<file path="src/design/gbs_pkg.sv">
// Shared types, constants and the exponential factor table of the Gaussian ball sprite pixel core.
package gbs_pkg;

   localparam int MAX_SIZE          = 256;
   localparam int EXP_FRAC_BITS_DEF = 16;

   localparam int SIZE_W     = 9;
   localparam int RAD_W      = 12;
   localparam int SIG_W      = 20;
   localparam int COL_W      = 24;
   localparam int Q_W        = 19;
   localparam int CSR_IDX_W  = 3;
   localparam int CSR_DATA_W = 24;

   localparam int TAB_LO = 24;
   localparam int TAB_N  = 29;

   localparam logic [63:0] Q32_ONE = 64'h1_0000_0000;

   localparam logic [SIZE_W-1:0] IMAGE_SIZE_RST = 9'd32;
   localparam logic [RAD_W-1:0]  RADIUS_RST     = 12'd160;
   localparam logic [SIG_W-1:0]  SIGMA_RST      = 20'd1600;
   localparam logic [COL_W-1:0]  FG_COLOR_RST   = 24'h00FF7F;
   localparam logic [COL_W-1:0]  BKG_COLOR_RST  = 24'h000000;
   localparam logic              OUTLINE_RST    = 1'b0;

   localparam logic [7:0] GREY_LEVEL   = 8'd127;
   localparam logic [7:0] ALPHA_OPAQUE = 8'd255;

   typedef enum logic [CSR_IDX_W-1:0] {
      CSR_IMAGE_SIZE    = 3'd0,
      CSR_RADIUS_Q4     = 3'd1,
      CSR_SIGMA_Q4      = 3'd2,
      CSR_FG_COLOR      = 3'd3,
      CSR_BKG_COLOR     = 3'd4,
      CSR_DEBUG_OUTLINE = 3'd5
   } csr_index_type;

   typedef struct packed {
      logic [7:0] row;
      logic [7:0] col;
   } req_type;

   typedef struct packed {
      logic [7:0] red;
      logic [7:0] green;
      logic [7:0] blue;
      logic [7:0] alpha;
   } rsp_type;

   typedef enum logic [1:0] {
      SEL_BKG,
      SEL_FG,
      SEL_GREY
   } sel_type;

   typedef struct packed {
      sel_type sel;
      logic    zero;
   } tag_type;

   typedef logic [31:0] exp_tab_type [TAB_N];

   // Entry i holds exp(-2^(i-TAB_LO)) in Q32, built from a truncated Taylor series and squaring.
   function automatic exp_tab_type build_exp_tab();
      exp_tab_type tab;
      logic [63:0] sum;
      logic [63:0] term;
      logic [63:0] sq;
      int          sh;
      bit          done;
      for (int idx = 0; idx <= TAB_LO; idx++) begin
         sh   = TAB_LO - idx;
         sum  = Q32_ONE;
         term = Q32_ONE;
         done = 1'b0;
         for (int k = 1; k < 64; k++) begin
            if (!done) begin
               term = (term >> sh) / 64'(k);
               if (term == 64'd0) begin
                  done = 1'b1;
               end else if ((k % 2) == 1) begin
                  sum = sum - term;
               end else begin
                  sum = sum + term;
               end
            end
         end
         tab[idx] = sum[31:0];
      end
      for (int idx = TAB_LO + 1; idx < TAB_N; idx++) begin
         sq       = 64'(tab[idx-1]) * 64'(tab[idx-1]);
         tab[idx] = sq[63:32];
      end
      return tab;
   endfunction

   localparam exp_tab_type EXP_TAB = build_exp_tab();

endpackage

</file>
<file path="src/design/gbs_div.sv">
// Pipelined restoring divider producing the fixed-point exponent, one quotient bit per stage.
module gbs_div
   import gbs_pkg::*;
#(
   parameter int FRAC_BITS = EXP_FRAC_BITS_DEF
) (
   input  logic                   clock,
   input  logic                   reset,
   input  logic                   in_valid,
   input  logic [Q_W-1:0]         in_q,
   input  tag_type                in_tag,
   input  logic [SIG_W-1:0]       sigma,
   output logic                   out_valid,
   output logic [FRAC_BITS+4:0]   out_quot,
   output tag_type                out_tag
);

   localparam int QB  = FRAC_BITS + 5;
   localparam int N_W = Q_W + FRAC_BITS + 2;

   logic [N_W-1:0]   dividend;
   logic             valid_ff [QB];
   logic [SIG_W-1:0] rem_ff   [QB];
   logic [QB-1:0]    low_ff   [QB];
   logic [QB-1:0]    quot_ff  [QB];
   tag_type          tag_ff   [QB];

   assign dividend = {in_q, {(FRAC_BITS + 2){1'b0}}};

   for (genvar k = 0; k < QB; k++) begin : g_stage
      logic             valid_prev;
      logic [SIG_W-1:0] rem_prev;
      logic [QB-1:0]    low_prev;
      logic [QB-1:0]    quot_prev;
      tag_type          tag_prev;
      logic [SIG_W:0]   trial;
      logic             ge;
      logic [SIG_W-1:0] rem_in;
      logic [QB-1:0]    quot_in;

      if (k == 0) begin : g_first
         assign valid_prev = in_valid;
         assign rem_prev   = SIG_W'(dividend[N_W-1:QB]);
         assign low_prev   = dividend[QB-1:0];
         assign quot_prev  = '0;
         assign tag_prev   = in_tag;
      end else begin : g_next
         assign valid_prev = valid_ff[k-1];
         assign rem_prev   = rem_ff[k-1];
         assign low_prev   = low_ff[k-1];
         assign quot_prev  = quot_ff[k-1];
         assign tag_prev   = tag_ff[k-1];
      end

      always_comb begin
         trial   = {rem_prev, low_prev[QB-1-k]};
         ge      = (trial >= {1'b0, sigma});
         rem_in  = ge ? SIG_W'(trial - {1'b0, sigma}) : trial[SIG_W-1:0];
         quot_in = {quot_prev[QB-2:0], ge};
      end

      always_ff @(posedge clock) begin
         if (reset) begin
            valid_ff[k] <= 1'b0;
         end else begin
            valid_ff[k] <= valid_prev;
         end
      end

      always_ff @(posedge clock) begin
         rem_ff[k]  <= rem_in;
         low_ff[k]  <= low_prev;
         quot_ff[k] <= quot_in;
         tag_ff[k]  <= tag_prev;
      end
   end

   assign out_valid = valid_ff[QB-1];
   assign out_quot  = quot_ff[QB-1];
   assign out_tag   = tag_ff[QB-1];

endmodule

</file>
<file path="config.mk">
export PLATFORM = sky130hd
export DESIGN_NAME = gbs_div
export DESIGN_NICKNAME = d
export VERILOG_FILES = /design/src/design/gbs_pkg.sv /design/src/design/gbs_div.sv
export SDC_FILE = /design/constraint.sdc
export NUM_CORES = 2
export LEC_CHECK = 0
export CAP_MARGIN = 30
export CORE_MARGIN = 1.5
export CORE_UTILIZATION = 42
export CTS_CLUSTER_SIZE = 30
export DETAILED_ROUTE_END_ITERATION = 16
export DONT_BUFFER_PORTS = 1
export PLACE_DENSITY = 0.68
export SYNTH_ARGS = -nofsm -noshare
export SYNTH_HDL_FRONTEND = slang
export SYNTH_SLANG_ARGS = --single-unit
</file>
<file path="constraint.sdc">
create_clock -name clock -period 3.2 [get_ports clock]
set_input_delay 0.16 -clock clock [delete_from_list [all_inputs] [get_ports clock]]
set_output_delay 0.16 -clock clock [all_outputs]
set_load 0.005 [all_outputs]
</file>
==> results.cfg <==
[synth]
ys_seq_area_frac = 0.381
ys_ff_latch = 718
synth_area_um2 = 37800
synth-edff-count = 0
synthCells = 4031
synth.distinct_cells = 85
synth_flop_cell = dfxtp_1
synth.avg_cell_area_um2 = 9.37
async_flop_share = 0
yosysWarnings = 0
synth_top_area_share = 0.381
netlist_top_cells_count = dfxtp_1 (718), ha_1 (416), a21oi_1 (351)
post-synth-top-area-cell = dfxtp_1
synth.most_common_cell = dfxtp_1
yosys-top-cells-area = dfxtp_1 (38%), ha_1 (14%), a21oi_1 (4.7%)
syn-num-nets = 4512

[worst_setup_path]
end_kind = register
required_ns = 3.72
ff2ff_setup_slack_ns = 0.12
crit_fanout = 5
path_class = in -> reg
worst_setup_path_start_kind = primary input
arrival_ns = 3.64

[power_and_ir_drop]
swShare = 0.387
leakage_nw = 19.0
p_int_mw = 30.9
power.switching_mw = 19.5
power_frac_clock = 0.192
combPwrFrac = 0.512
power_frac_seq = 0.296
max-vdd-ir-drop_v = 0.000606
cellPowerDensity_nw_per_um2 = 1160

[timing]
max_freq_mhz = 320
skew_ns = 0.0191
drv_slew = 0
fin_crit_ns = 3.12
hold_viol = 0
tightest_slew_ns = 0.664
hold_slack_ns = 0.0274
slew_headroom = 0.556
setup_viol = 0
fin_crit_sh = 0.975

[clock_tree]
cts_root_buf = clkbuf_16
clk_pin_slew_ns = 0.06
h-tree-depth = 3
worstSkewPairLatency_ns = 0.63
cts_buffers = 81
clock_sinks = 718
cts_tree = done
ctsLongestPathBuffers = 3

[global_route]
grt_pass1_wl_um = 148000
gr-total-overflow = 0
antenna_found_initial = 1
grt_pass1_vias = 28500
grt_max_degree = 34
grt_use_total = 0.201

[final_layout]
drive_gt1_frac = 0.112
antenna_cells = 0
seq_area_um2 = 14400
nets = 4696
final_design_area_no_fill_um2 = 43600
syn_to_final_growth_pct = 15.4
num-fill-cells = 8163
multiInputGateArea_um2 = 22600

[detailed_routing]
num_vias = 29500
routed_wl_um = 93900
firstDrtPassIters = 5
post_drt_via_cell_ratio = 5.43
drc = 0
drt-initial-drc-count = 1668
ant_nets = 0
wire_per_inst_um = 17.3

[floorplan]
std_cell_rows = 109
io_pins = 70
die_area_um2 = 91700
die_w_um = 303
core_um2 = 88800
start_util = 0.425
die_y_um = 303

[place]
place_area_um2 = 40300
portBuffers = 0
gp_congestion = 0.914
hpwl_um = 68300

[outcome]
status = finished clean

[hold_path]
hold_path.class = in -> reg

[job]
drv_cap = 0
timing repair:
action,in CTS,in global routing
endpoints found under the hold margin,89,1
hold buffers,36,1
endpoints found under the setup margin,0,6
buffers inserted,0,2
gates resized for setup,0,8
area by class of cell:
type / count / area share
Multi-Input combinational cell: 3097 / 0.518
Timing Repair Buffer: 184 / 0.0430
Clock inverter: 44 / 0.0121
Tap cell: 1165 / 0.0334
Sequential cell: 718 / 0.330
Inverter: 133 / 0.0115
Clock buffer: 102 / 0.0525
metal layers:
layer	vias to the layer above	share of wire	global-route usage
met4	2	0.034	0.0719
met5	-	0.00015	0
met2	614	0.48	0.345
met1	13800	0.45	0.255
met3	197	0.042	0.0311
li1	15000	-	-
cells by family after synthesis:
| logic type | after synthesis | share of synthesized area |
|---|---|---|
| and+or+nand+nor | 1020 | 0.131 |
| muxes | 167 | 0.0493 |
| AOI/OAI and AO/OA | 1173 | 0.197 |
| buffers and inverters | 216 | 0.0233 |
| DFF | 718 | 0.381 |
| adders and majority gates | 436 | 0.148 |
| xor gates and xnor gates | 301 | 0.0698 |
power by group through the flow:
stage	logic, mW	clock network, mW	registers, mW
after global placement	24.9	0	15.1
final	25.9	9.68	14.9
after CTS	25.7	9.94	15.0
after global routing	28.8	10.3	15.3
after detailed placement	25.4	0	15.1
after floorplan	19.9	0	14.2
final timing paths:
kind / end / startpoint / cells past startpoint
worst min register to register: quot_ff[2][2]$_DFF_P_ / quot_ff[1][64]$_DFF_P_ / 0
worst max-delay path: rem_ff[0][16]$_DFF_P_ / sigma[1] / 11
worst max register to register: rem_ff[1][149]$_DFF_P_ / rem_ff[1][120]$_SDFF_PN0_ / 11
worst min-delay path: rem_ff[0][2]$_DFF_P_ / in_q[4] / 3
registers in the layout, indices dropped and copies added, names as in the netlist:
signal,cells
low_ff,3
quot_ff,231
rem_ff,400
tag_ff,63
valid_ff,21
worst max-delay path, stage by stage:
cell and delay [ns]:
dlygate4sd3_1 0.65, fa_1 0.48, nor2b_2 0.16, o31ai_2 0.09
a211oi_2 0.30, a2111oi_2 0.12, o21a_1 0.23, o211ai_1 0.21
o221a_2 0.31, mux2_2 0.35, dlygate4sd3_1 0.56
layout by cell type, fill, tap and decap left out, types with 15 or more instances in the layout:
cell,count
a211oi_1,18
inv_1,132
nor3_1,73
o211ai_1,20
mux2i_1,15
xnor2_1,169
nor2_1,252
o31ai_1,23
buf_12,31
nor2b_1,99
clkinv_2,17
a21oi_1,349
o21bai_1,29
dlygate4sd3_1,35
fa_1,20
nand4_1,43
and2_1,20
nand2b_1,59
o21a_1,58
mux2_2,128
o21ai_0,283
buf_4,117
xor2_1,132
a21boi_0,22
a211o_1,22
o31a_1,15
nand2_1,279
a31oi_1,34
nand3_1,75
ha_1,416
a21o_1,147
mux2_1,24
clkbuf_16,83
dfxtp_1,718
or2_2,15
and3_1,41
per-stage QoR:
stage               std cells  setup slack, ns  total power [mW]   util  setup TNS, ns
CTS                      5440           0.0191              50.6  0.490              0
global route             5443         -0.00807              54.4  0.491       -0.00807
floorplan                4031           0.0876              34.1      -              0
detailed placement       5258          -0.0178              40.5  0.454        -0.0254
global placement         5258           0.0677              40.1  0.454              0
finish                   5443           0.0797              50.4  0.491              0
Power figures use the tool's default switching activity.
